File: config.mk
export PLATFORM = sky130hd
export DESIGN_NAME = berscan_core
export DESIGN_NICKNAME = d
export VERILOG_FILES = /design/src/sv/berscan_pkg.sv /design/src/sv/berscan_core.sv
export VERILOG_INCLUDE_DIRS = /design/src /design/src/sv
export SDC_FILE = /design/constraint.sdc
export NUM_CORES = 1
export LEC_CHECK = 0
export BUFFER_PORTS_ARGS = -buffer_cell sky130_fd_sc_hd__buf_2
export CORE_MARGIN = 2
export CORE_UTILIZATION = 65
export DETAILED_ROUTE_END_ITERATION = 6
export GPL_ROUTABILITY_DRIVEN = 0
export PLACE_DENSITY = 0.93
export SYNTH_ARGS = -nofsm -noshare
export SYNTH_HDL_FRONTEND = slang
export SYNTH_SLANG_ARGS = --single-unit
File: constraint.sdc
create_clock -name i_clk -period 21.2 [get_ports i_clk]
set_input_delay 5.3 -clock i_clk [delete_from_list [all_inputs] [get_ports i_clk]]
set_output_delay 5.3 -clock i_clk [all_outputs]
set_load 0.02 [all_outputs]
File: src/sv/ber_indefinite_length_scanner_macros.svh
// Assertion macros shared by the BER indefinite-length scanner RTL.
// Depends on nothing; include with the bare file name.
`ifndef BER_INDEFINITE_LENGTH_SCANNER_MACROS_SVH
`define BER_INDEFINITE_LENGTH_SCANNER_MACROS_SVH

// Same-cycle implication, disabled while reset is asserted.
`define BERSCAN_ASSERT_NOW(label, clk, rst_n, ante, cons) \
    label: assert property (@(posedge clk) disable iff (!(rst_n)) (ante) |-> (cons)) \
        else $error("berscan assertion failed");

// Next-cycle implication, disabled while reset is asserted.
`define BERSCAN_ASSERT_NEXT(label, clk, rst_n, ante, cons) \
    label: assert property (@(posedge clk) disable iff (!(rst_n)) (ante) |=> (cons)) \
        else $error("berscan assertion failed");

`endif

File: src/sv/berscan_pkg.sv
// Package for the BER indefinite-length scanner: widths, octet constants,
// parse phases, status codes and the word structs. Depends on nothing.
`default_nettype none

package berscan_pkg;

    localparam int POS_WIDTH      = 32;
    localparam int LEVEL_WIDTH    = 16;
    localparam int MAX_LEN_OCTETS = 7;
    localparam int SKIP_WIDTH     = 8 * MAX_LEN_OCTETS;
    localparam int LENCNT_WIDTH   = $clog2(MAX_LEN_OCTETS + 1);
    localparam int COUNT_WIDTH    = 32;
    localparam int STATUS_WIDTH   = 3;

    localparam logic [LEVEL_WIDTH-1:0] LEVEL_MAX = '1;

    // Octet constants
    localparam logic [4:0] TAG_LOW_ALL    = 5'h1f;
    localparam logic [7:0] LEN_SHORT_MAX  = 8'h7f;
    localparam logic [7:0] LEN_INDEF      = 8'h80;
    localparam int         BIT_CONSTRUCT  = 5;
    localparam int         BIT_MORE       = 7;

    typedef enum logic [2:0] {
        PH_TAG     = 3'd0,
        PH_EOC2    = 3'd1,
        PH_LONGTAG = 3'd2,
        PH_LEN     = 3'd3,
        PH_LENOCT  = 3'd4,
        PH_SKIP    = 3'd5
    } t_phase;

    typedef enum logic [STATUS_WIDTH-1:0] {
        ST_OK          = 3'd0,
        ST_BAD_LEN     = 3'd1,
        ST_INDEF_PRIM  = 3'd2,
        ST_BAD_EOC     = 3'd3,
        ST_OVERRUN     = 3'd4,
        ST_MISSING_EOC = 3'd5,
        ST_NESTING     = 3'd6
    } t_status;

    typedef struct packed {
        logic [7:0] data_byte;
        logic       last_byte;
    } t_item;

    typedef struct packed {
        logic [STATUS_WIDTH-1:0] status;
        logic [COUNT_WIDTH-1:0]  byte_count;
    } t_result;

endpackage

`default_nettype wire

File: src/sv/berscan_core.sv
// Parse state and per-octet step logic of the BER indefinite-length scanner.
// Depends on berscan_pkg and the assertion macros header.
`default_nettype none
`include "ber_indefinite_length_scanner_macros.svh"

module berscan_core import berscan_pkg::*; (
    input  wire logic i_clk,
    input  wire logic i_rst_n,
    input  wire logic i_item_valid,
    input  t_item     i_item,
    input  wire logic i_out_free,
    output logic      o_take,
    output logic      o_res_valid,
    output t_result   o_result
);

    t_phase                  r_phase, n_phase;
    logic [LEVEL_WIDTH-1:0]  r_nest, n_nest;
    logic                    r_constructed, n_constructed;
    logic [LENCNT_WIDTH-1:0] r_left, n_left;
    logic [LENCNT_WIDTH-1:0] r_len_total, n_len_total;
    logic [SKIP_WIDTH-1:0]   r_skip, n_skip;
    logic [POS_WIDTH-1:0]    r_pos, n_pos;
    logic                    r_finished;

    logic [7:0]              data;
    logic                    last;
    logic [6:0]              long_cnt;
    logic                    emit;
    t_status                 emit_status;
    logic [POS_WIDTH-1:0]    emit_pos;
    logic [LENCNT_WIDTH-1:0] done_cnt;

    assign data     = i_item.data_byte;
    assign last     = i_item.last_byte;
    assign long_cnt = data[6:0];

    assign o_take      = i_item_valid && i_out_free;
    assign o_res_valid = o_take && !r_finished && emit;
    assign o_result.status     = emit_status;
    assign o_result.byte_count = COUNT_WIDTH'(emit_pos);

    // Next state for one octet
    always_comb begin
        n_phase       = r_phase;
        n_nest        = r_nest;
        n_constructed = r_constructed;
        n_left        = r_left;
        n_len_total   = r_len_total;
        n_skip        = r_skip;
        n_pos         = r_pos + 1'b1;
        unique case (r_phase)
            PH_TAG: begin
                if (data == 8'h00) begin
                    n_phase = PH_EOC2;
                end else begin
                    n_constructed = data[BIT_CONSTRUCT];
                    n_phase = (data[4:0] == TAG_LOW_ALL) ? PH_LONGTAG : PH_LEN;
                end
            end
            PH_EOC2: begin
                if (data == 8'h00) begin
                    n_nest  = r_nest - 1'b1;
                    n_phase = PH_TAG;
                end
            end
            PH_LONGTAG: begin
                if (!data[BIT_MORE]) begin
                    n_phase = PH_LEN;
                end
            end
            PH_LEN: begin
                priority if (data <= LEN_SHORT_MAX) begin
                    n_skip  = SKIP_WIDTH'(data);
                    n_phase = (data != 8'h00) ? PH_SKIP : PH_TAG;
                end else if (data == LEN_INDEF) begin
                    if (r_constructed && r_nest != LEVEL_MAX) begin
                        n_nest  = r_nest + 1'b1;
                        n_phase = PH_TAG;
                    end
                end else begin
                    n_left      = LENCNT_WIDTH'(long_cnt);
                    n_len_total = LENCNT_WIDTH'(long_cnt);
                    n_skip      = '0;
                    n_phase     = PH_LENOCT;
                end
            end
            PH_LENOCT: begin
                n_skip = SKIP_WIDTH'({r_skip, data});
                if (r_left != '0) begin
                    n_left = r_left - 1'b1;
                end
                if (r_left <= LENCNT_WIDTH'(1)) begin
                    n_phase = (n_skip != '0) ? PH_SKIP : PH_TAG;
                end
            end
            PH_SKIP: begin
                if (r_skip != '0) begin
                    n_skip = r_skip - 1'b1;
                end
                if (r_skip <= SKIP_WIDTH'(1)) begin
                    n_phase = PH_TAG;
                end
            end
            default: begin
                n_phase = PH_TAG;
                n_pos   = r_pos;
            end
        endcase
    end

    // Result for one octet
    always_comb begin
        emit        = 1'b0;
        emit_status = ST_OK;
        emit_pos    = n_pos;
        done_cnt    = n_len_total - n_left;
        unique case (r_phase)
            PH_TAG, PH_LONGTAG: begin
                if (last) begin
                    emit        = 1'b1;
                    emit_status = ST_OVERRUN;
                    emit_pos    = r_pos;
                end
            end
            PH_EOC2: begin
                if (data != 8'h00) begin
                    emit        = 1'b1;
                    emit_status = ST_BAD_EOC;
                end else if (r_nest == LEVEL_WIDTH'(1)) begin
                    emit        = 1'b1;
                    emit_status = ST_OK;
                end
            end
            PH_LEN: begin
                if (data == LEN_INDEF) begin
                    if (!r_constructed) begin
                        emit        = 1'b1;
                        emit_status = ST_INDEF_PRIM;
                    end else if (r_nest == LEVEL_MAX) begin
                        emit        = 1'b1;
                        emit_status = ST_NESTING;
                    end
                end else if (data > LEN_INDEF && long_cnt > 7'(MAX_LEN_OCTETS)) begin
                    emit        = 1'b1;
                    emit_status = ST_BAD_LEN;
                end
            end
            default: ;
        endcase
        // End of data with no earlier verdict
        if (!emit && last) begin
            emit = 1'b1;
            priority if (n_phase == PH_TAG) begin
                emit_status = ST_MISSING_EOC;
            end else if (n_phase == PH_LENOCT) begin
                emit_status = ST_OVERRUN;
                emit_pos    = n_pos - POS_WIDTH'(done_cnt);
            end else begin
                emit_status = ST_OVERRUN;
            end
        end
    end

    always_ff @(posedge i_clk) begin
        if (!i_rst_n) begin
            r_phase       <= PH_TAG;
            r_nest        <= LEVEL_WIDTH'(1);
            r_constructed <= 1'b0;
            r_left        <= '0;
            r_len_total   <= '0;
            r_skip        <= '0;
            r_pos         <= '0;
            r_finished    <= 1'b0;
        end else if (o_take) begin
            if (last) begin
                r_phase       <= PH_TAG;
                r_nest        <= LEVEL_WIDTH'(1);
                r_constructed <= 1'b0;
                r_left        <= '0;
                r_len_total   <= '0;
                r_skip        <= '0;
                r_pos         <= '0;
                r_finished    <= 1'b0;
            end else if (!r_finished) begin
                if (emit) begin
                    r_finished <= 1'b1;
                end else begin
                    r_phase       <= n_phase;
                    r_nest        <= n_nest;
                    r_constructed <= n_constructed;
                    r_left        <= n_left;
                    r_len_total   <= n_len_total;
                    r_skip        <= n_skip;
                    r_pos         <= n_pos;
                end
            end
        end
    end

    `BERSCAN_ASSERT_NOW(a_nest_live, i_clk, i_rst_n, !r_finished, r_nest != '0)
    `BERSCAN_ASSERT_NOW(a_lenoct_count, i_clk, i_rst_n, r_phase == PH_LENOCT, (r_left != '0) && (r_left <= r_len_total))
    `BERSCAN_ASSERT_NOW(a_skip_live, i_clk, i_rst_n, r_phase == PH_SKIP, r_skip != '0)
    `BERSCAN_ASSERT_NOW(a_quiet_done, i_clk, i_rst_n, r_finished, !o_res_valid)
    `BERSCAN_ASSERT_NEXT(a_last_restarts, i_clk, i_rst_n, o_take && last, (r_pos == '0) && !r_finished && (r_phase == PH_TAG))

endmodule

`default_nettype wire

==> flow_summary.ini, run 1 <==
[final_layout]
layout.nets = 1263
fin_cells = 1429
seq_area_sq_um = 2300
drive_gt1_share_pct = 10.7
multi_input_area_sq_um = 6260
post-route-util_pct = 71.1
nFillCells = 1079
syn_to_final_growth_pct = 7.57

[setup_path]
critPathArrivalTime_ns = 10.50
crit_start = i_item[4]
slowest_stage = nor4_2
path_buf_inv = 3
timing.rr.start = r_phase[1]
cp.required_ns = 15.90
path_class = input pin to output port
critPathTopFamily = simple AND/OR/NAND/NOR gates
crit_chain = buf_2, nor4_2, a21oi_1, nor2b_1, nand2_1, o211ai_1, ha_1, inv_1, fa_1, xnor2_1, xnor2_1, ha_1, a21oi_1, and2_0, nand4_1, nor3_2, or4b_1, o2111ai_2, xor2_1, buf_2
critPathLaunchType = input pin
cpPeakStageDelay_ns = 0.57
crit_fanout = 8
end_kind = output port

[power]
powerDensity_nw_per_um2 = 57.8
peakVddDrop_uv = 73.4
power.total_w = 0.000566
power.leakage_nw = 3.65

[global_route]
grtUsageMet1_pct = 44.9
grt_max_degree = 58
grt_antenna_before_repair = 1
met2_usage_pct = 56.2
grt_usage_pct = 34.9
gr-max-usage-layer = met2
grt_pass1_wl_mm = 42.8
grt_pass1_vias = 8913
overflow = 0
grtUsageMet3_pct = 7.57

[logic_synthesis]
yosysSeqAreaShare_pct = 25.3
netlist_area_sq_um = 9100
synth_common_cells = nor2_1, dfxtp_1, o21ai_0
synthFlopType = dfxtp_1
synth_edf_count = 0
yosys.cell_types.count = 88
ys_warn_count = 0
syn-num-nets = 1285
async_flop_share_pct = 0
avgSynthCellArea_sq_um = 7.24
ys_top_cells_by_area = dfxtp_1, o21ai_0, a21oi_1
syn_inst = 1257
synth_top_area_cell = dfxtp_1
synth_top_area_share_pct = 25.3
ys_seq_elements = 115
synthMostInstantiatedCell = nor2_1

[clock_network]
ctsRootBufferMaster = clkbuf_16
clock_latency_ns = 0.43
clockBufferDepth = 2
post_cts_buffers = 0
numCtsBuffers = 17
cts_tree = yes
htree_num_levels = 4
post_cts_resize_count = 0
cts-hold-fix-buffers = 0
path_clk_slew_ns = 0.06
clock-sinks = 115

[timing]
report.final.setup_viol = 0
setup_tns_ns = 0
worst_slack_ns = 5.40
fmax_mhz = 63.3
worst_clock_skew_ns = 0.00810
final-hold-violation-count = 0
post-route-period-util_pct = 74.5
rsz0062_at_grt = no
final_max_slew_viol_count = 0
relSlewSlack_pct = 12.8
period_needed_ns = 15.80
tightest_slew_ns = 1.30

[die]
io_pins = 50
die_h_microns = 122
placementRows = 43
coreArea_sq_um = 13800
die_area_sq_um = 15000
die_w_microns = 122
start_util_pct = 66.1

[job]
max-cap-violations = 0

[place]
dp_hpwl_mm = 17.3
port_buffers = 49
dp_slack_ns = 5.56
dp.cells = 1396

[route]
finalWirelength_mm = 26.3
firstDrtPassIters = 6
viasPerCell = 7.02
vias = 10000
antenna_left = 0
drc_errors = 0
routedWlPerCell_microns = 18.4
drtIter0Drc = 1682

[status]
outcome = completed

[hold_path]
hp-start = r_len_total[1]
hold_path_class = flop to flop
-- final timing paths --
check                           slack (ns)              to  cells after the start
worst min register to register        0.48  r_len_total[1]                      1
worst max register to register       17.56      r_skip[41]                      8
worst max-delay path                  5.40    o_result[28]                     20
worst min-delay path                  0.48  r_len_total[1]                      1
-- per-layer routing --
metal  share of wire (%)  up-vias
met1                  40     4637
met5                   0        -
met4                 3.6        0
met2                  46      706
li1                    -     4575
met3                  11      111
-- power breakdown --
part           switching [W]  internal [W]
clock network       0.000113      0.000178
registers         0.00000253      0.000217
logic              0.0000382     0.0000172
-- area by class of cell --
type                            count  share of cell area, %
Tap cell                          180                   2.30
Clock inverter                     13                   1.52
Inverter                           30                   1.15
Clock buffer                       19                   4.52
Sequential cell                   115                   23.5
Timing Repair Buffer               56                   3.04
Antenna cell                        1                 0.0256
Multi-Input combinational cell   1015                   63.9
-- logic make-up after synthesis --
| group | count (synthesis) | synth area share, % |
|---|---|---|
| buffers and inverters | 127 | 5.99 |
| xor gates and xnor gates | 88 | 8.47 |
| and+or+nand+nor | 537 | 31.4 |
| adders and majority gates | 15 | 2.23 |
| AOI/OAI and AO/OA | 359 | 24.7 |
| DFF | 115 | 25.3 |
| muxes | 16 | 1.84 |
-- flip-flops by register name, summed over array words and instances, names as in the netlist --
register	count
r_nest	16
r_phase	3
r_len_total	3
r_constructed	1
r_left	3
r_finished	1
r_pos	32
r_skip	56
-- layout by cell type, fill, tap and decap left out, types with 6 or more instances in the layout --
cell,netlist,routed
nor2_1,134,134
buf_2,18,49
and3_1,27,27
a21oi_1,103,103
nand3_1,57,57
nor4_1,27,27
o21ai_0,110,110
clkbuf_16,0,17
mux2_2,6,6
nor2b_1,7,7
xor2_1,37,37
nand2b_1,6,6
o22ai_1,10,10
a32oi_1,9,9
a31oi_1,19,19
mux2i_1,10,10
a222oi_1,6,6
or4_1,6,6
and4_1,6,6
a221oi_1,10,10
a22oi_1,18,18
o31ai_1,20,20
nand2_1,107,107
or2_2,8,8
and2_1,13,13
xnor2_1,51,51
nand4_1,19,19
inv_1,30,30
buf_4,6,7
ha_1,13,13
a211oi_1,6,6
nor3_2,5,6
or3_1,15,15
dfxtp_1,115,115
nor3_1,62,61
o211ai_1,6,6
-- per-stage QoR --
| step | area, sq um | hold slack (ns) |
|---|---|---|
| after floorplan | 9100 | 0.424 |
| after global placement | 9200 | 0.443 |
| after detailed placement | 9200 | 0.461 |
| after CTS | 9790 | 0.479 |
| after global routing | 9790 | 0.504 |
| final | 9790 | 0.480 |
Power figures use the tool's default switching activity.
==> run 2, diff against run 1 <==
- CORE_UTILIZATION: 65 -> 63
- PLACE_DENSITY: 0.93 -> 0.91
- clock period: 21.2 -> 16.5 ns (I/O delays scaled with it)
==> run 2 against run 1 <==
- hold slack got worse by 0.0038 ns
- clock skew increased by 0.0022 ns
- sequential power grew 29%
- die area is 3.1% higher
- register-to-register slack got worse by 4.7 ns
- largest power group unchanged
- highest routed layer unchanged
- setup slack lost 2.4 ns
- critical path depth stayed put
- largest cell class unchanged
- global-route usage fell by 0.92 points
==> flow_summary.ini, run 2 (same netlist as run 1, synthesis figures left out) <==
[final_layout]
fin_area_sq_um = 9800
largest_reg_flops = 56
post-route-util_pct = 70.1
final_common_cell = nor2_1
layout.nets = 1264
nFillCells = 1106
drive_gt1_share_pct = 10.6
syn_to_final_growth_pct = 7.70
top_register = r_skip
top_regs = r_skip (56), r_pos (32), r_nest (16)
final_cell_mix = nor2_1, dfxtp_1, o21ai_0

[place]
port_buffers = 49
dp_hpwl_mm = 17.3
placed_area_sq_um = 9200

[timing]
worst_clock_skew_ns = 0.0103
final_max_slew_viol_count = 0
relSlewSlack_pct = 35.3
report.final.setup_viol = 0
final-hold-violation-count = 0
fmax_mhz = 74.2
tightest_slew_ns = 0.967
rsz0062_at_grt = no
setup_tns_ns = 0
period_needed_ns = 13.48
hold_ws_ns = 0.476
post-route-period-util_pct = 81.7

[clock_network]
clockBufferDepth = 2
numCtsBuffers = 17
htree_num_levels = 4
path_clk_slew_ns = 0.06
clock_latency_ns = 0.43
cts-hold-fix-buffers = 0
post_cts_resize_count = 0
ctsRootBufferMaster = clkbuf_16
clock-sinks = 115
cts_tree = yes
post_cts_buffers = 0

[route]
routedWlPerCell_microns = 18.3
vias = 9893
drc_errors = 0
finalWirelength_mm = 26.1
drtIter0Drc = 1608
viasPerCell = 6.92
firstDrtPassIters = 7
antenna_left = 0

[power]
powerDensity_nw_per_um2 = 75.2
peakVddDrop_uv = 95.9
power.total_w = 0.000737
power.leakage_nw = 3.66

[die]
die_w_microns = 124
die_h_microns = 124
coreArea_sq_um = 14000
placementRows = 43
start_util_pct = 65.1
io_pins = 50
die_area_sq_um = 15400

[setup_path]
crit_start = i_item[4]
path_class = input pin to output port
critPathLaunchType = input pin
end_kind = output port
critPathArrivalTime_ns = 9.36
crit_fanout = 8
timing.rr.start = r_phase[2]
cp.required_ns = 12.38

[global_route]
grt_usage_pct = 34.0
grt_pass1_vias = 8902
grt_pass1_wl_mm = 42.3
overflow = 0
grt_antenna_before_repair = 1
grt_max_degree = 58

[status]
outcome = completed

[hold_path]
hold_path_class = flop to flop
hp-start = r_skip[53]

[job]
max-cap-violations = 0
-- run 2: cell types whose count changed in the layout (fill, tap and decap cells not counted), sizes merged --
cell,delta
buf,+1
clkinv,-1
clkinvlp,+1
inv,-2
bufinv,+1
clkbuf,+1
-- run 2: final timing paths --
path,slack [ns],end,cells past startpoint
worst max-delay path,3.02,o_result[28],20
worst min-delay path,0.48,r_skip[53],2
worst max register to register,12.85,r_skip[42],6
worst min register to register,0.48,r_skip[53],2
-- run 2: metal layers --
metal  GRT usage [%]  wire length (microns)  share of wire, %
met3            7.78                   2690                10
met1            43.4                  10400                40
met2            54.2                  12200                47
met4            16.2                    897               3.4
met5               0                      0                 0
-- run 2: power breakdown --
| group | switching (W) | internal [W] | total, W |
|---|---|---|---|
| logic | 0.0000483 | 0.0000220 | 0.0000703 |
| registers | 0.00000319 | 0.000279 | 0.000283 |
| clock network | 0.000142 | 0.000241 | 0.000384 |
-- run 2: stage by stage --
step / std cells / setup slack [ns]
after floorplan: 1257 / 4.08
after global placement: 1397 / 3.33
after detailed placement: 1397 / 3.11
after CTS: 1429 / 3.11
after global routing: 1430 / 2.64
final: 1430 / 3.02
-- run 2: critical path, cell delays in order --
cell	delay, ns
buf_2	0.12
nor4_2	0.58
a21oi_1	0.35
nor2b_1	0.25
nand2_1	0.08
o211ai_1	0.12
ha_1	0.19
inv_1	0.05
fa_1	0.37
xnor2_1	0.19
xnor2_1	0.08
ha_1	0.34
a21oi_1	0.33
and2_0	0.30
nand4_1	0.46
nor3_2	0.46
or4b_1	0.50
o2111ai_2	0.11
xor2_1	0.16
buf_2	0.18
-- run 2: layout make-up --
type,instances,area [sq um],share of cell area (%)
inverter,30,113,1.15
timing repair buffer,57,305,3.11
clock buffer,20,447,4.56
multi-input combinational,1015,6250,63.8
clock inverter,12,154,1.57
antenna,1,2.50,0.0255
tap,180,225,2.30
sequential,115,2300,23.5
==> run 3, diff against run 2 <==
- ABC_AREA: unset -> 1
- CORE_UTILIZATION: 63 -> 64
- PLACE_DENSITY: 0.91 -> 0.92
- clock period: 16.5 -> 13.82 ns (I/O delays scaled with it)
==> run 3 against run 2 <==
- design area increased by 17%
- total power increased by 24%
- sequential power increased by 18%
- area after synthesis increased by 18%
- synthesized cell count increased by 47%
- cell count increased by 45%
==> flow_summary.ini, run 3 <==
[logic_synthesis]
avgSynthCellArea_sq_um = 5.78
syn_inst = 1854
synth_edf_count = 0
synth_common_cells = nand2_1, nor2_1, nand3_1
ys_top_cells_by_area = dfxtp_1, nand2_1, nand3_1
ys_warn_count = 0
syn-num-nets = 1882
netlist_area_sq_um = 10700
yosysSeqAreaShare_pct = 21.5
synthFlopType = dfxtp_1
synthMostInstantiatedCell = nand2_1
yosys.cell_types.count = 54
synth_top_area_share_pct = 21.5
async_flop_share_pct = 0
synth_top_area_cell = dfxtp_1
ys_seq_elements = 115

[clock_network]
cts_tree = yes
clock-sinks = 115
ctsRootBufferMaster = clkbuf_16
numCtsBuffers = 17
cts-hold-fix-buffers = 0
post_cts_buffers = 0
clockBufferDepth = 2
htree_num_levels = 4
path_clk_slew_ns = 0.05
post_cts_resize_count = 0
clock_latency_ns = 0.44

[hold_path]
hold_path_class = flop to flop
hold_depth = 2
hold_end = r_skip[1]
hp-start = r_skip[1]

[setup_path]
path_class = input pin to output port
slowest_stage = fa_1
timing.rr.start = r_phase[2]
reg2reg_depth = 15
r2r_end = r_pos[2]
critPathLaunchType = input pin
cp.required_ns = 10.36
end_kind = output port
path_common_cell = nand2_1
path_depth = 27
crit_fanout = 7
cpPeakStageDelay_ns = 0.37
path_buf_inv = 4
critPathTopFamily = simple AND/OR/NAND/NOR gates
critPathArrivalTime_ns = 7.58
rrSetupSlack_ns = 9.58

[timing]
worst_clock_skew_ns = 0.0125
final-hold-violation-count = 0
worst_slack_ns = 2.79
hold_ws_ns = 0.470
setup_tns_ns = 0
period_needed_ns = 11.03
final_max_slew_viol_count = 0
relSlewSlack_pct = 31.5
report.final.setup_viol = 0
post-route-period-util_pct = 79.8
rsz0062_at_grt = no
fmax_mhz = 90.7
tightest_slew_ns = 1.03

[die]
die_area_sq_um = 17800
start_util_pct = 65.1
coreArea_sq_um = 16500
io_pins = 50
placementRows = 47
die_w_microns = 133
die_h_microns = 133

[place]
dp_hpwl_mm = 22.2
dp_slack_ns = 2.92
port_buffers = 49

[final_layout]
top_register = r_skip
top_regs = r_skip (56), r_pos (32), r_nest (16)
diodes = 0
final_cell_mix = nand2_1, nor2_1, nand3_1
largest_reg_flops = 56
syn_to_final_growth_pct = 7.42
final_common_cell = nand2_1
drive_gt1_share_pct = 11.3
layout.nets = 1875

[status]
outcome = completed

[global_route]
overflow = 0
grt_usage_pct = 36.1
grt_antenna_before_repair = 0
grt_pass1_wl_mm = 53.4
grt_max_degree = 70
grt_pass1_vias = 11400

[route]
routedWlPerCell_microns = 15.7
finalWirelength_mm = 32.6
vias = 12800
viasPerCell = 6.14
firstDrtPassIters = 6
drtIter0Drc = 1576
drc_errors = 0
antenna_left = 0

[power]
peakVddDrop_uv = 87.0
power.leakage_nw = 5.11
powerDensity_nw_per_um2 = 79.4

[job]
max-cap-violations = 0
==> run 3: cell count changes in the layout (fill, tap and decap cells not counted), moves of 25 or more <==
cell,before,now
nor3_1,62,31
nor2_2,1,26
nand3_1,57,193
xnor2_1,51,6
nand2_1,107,477
inv_2,0,33
nor2_1,134,208
o21ai_1,1,39
inv_1,30,174
and3_1,27,1
==> run 3: metal layers <==
metal | vias up | wire length, microns | GRT usage [%]
met2 | 898 | 14800 | 58.1
met1 | 5667 | 12900 | 46.0
li1 | 6055 | - | -
met3 | 148 | 3620 | 7.53
met5 | - | 0 | 0
met4 | 0 | 1340 | 17.6
==> run 3: worst min-delay path, cell delays in order (launching register included) <==
cell and delay (ns):
dfxtp_1 0.31, nand2_1 0.06, a21oi_1 0.06
==> run 3: area by class of cell <==
class / instances / area (sq um)
Clock buffer: 19 / 453
Sequential cell: 115 / 2300
Tap cell: 220 / 275
Inverter: 209 / 785
Clock inverter: 13 / 183
Timing Repair Buffer: 56 / 298
Fill cell: 1408 / 4960
Multi-Input combinational cell: 1448 / 7210
==> run 3: how the worst max path moves through the flow <==
stage | slack [ns] | from | end
finish | 2.79 | i_item[1] | o_result[31]
global route | 2.50 | i_item[6] | o_result[31]
CTS | 2.94 | i_item[5] | o_result[31]
detailed placement | 2.92 | i_item[5] | o_result[31]
global placement | 3.12 | i_item[1] | o_result[31]
floorplan | 3.53 | i_item[8] | o_result[19]
==> run 3: where the power goes <==
group	switching (W)	total (W)	internal (W)	leakage, nW
registers	0.00000202	0.000335	0.000333	0.927
logic	0.0000726	0.000100	0.0000275	3.89
clock network	0.000169	0.000479	0.000310	0.289
total	0.000244	0.000914	0.000670	5.11
==> run 3: through the flow <==
step / utilization, % / total power [W] / cells / area (sq um)
3_3_place_gp: 66.0 / 0.000437 / 2048 / 10900
4_1_cts: 69.9 / 0.000911 / 2080 / 11500
6_report: 69.9 / 0.000914 / 2080 / 11500
3_5_place_dp: 66.0 / 0.000439 / 2048 / 10900
5_1_grt: 69.9 / 0.000937 / 2080 / 11500
2_1_floorplan: - / 0.000414 / 1854 / 10700
==> run 3: cell families (layout without fill, tap and decap cells) <==
family	after synthesis	count (layout)	synth area share (%)
fa+ha+maj	15	15	1.89
compound gates	319	319	16.2
flops	115	115	21.5
buf+inv	291	297	11.3
xor+xnor	55	55	4.57
simple gates	1059	1059	44.6
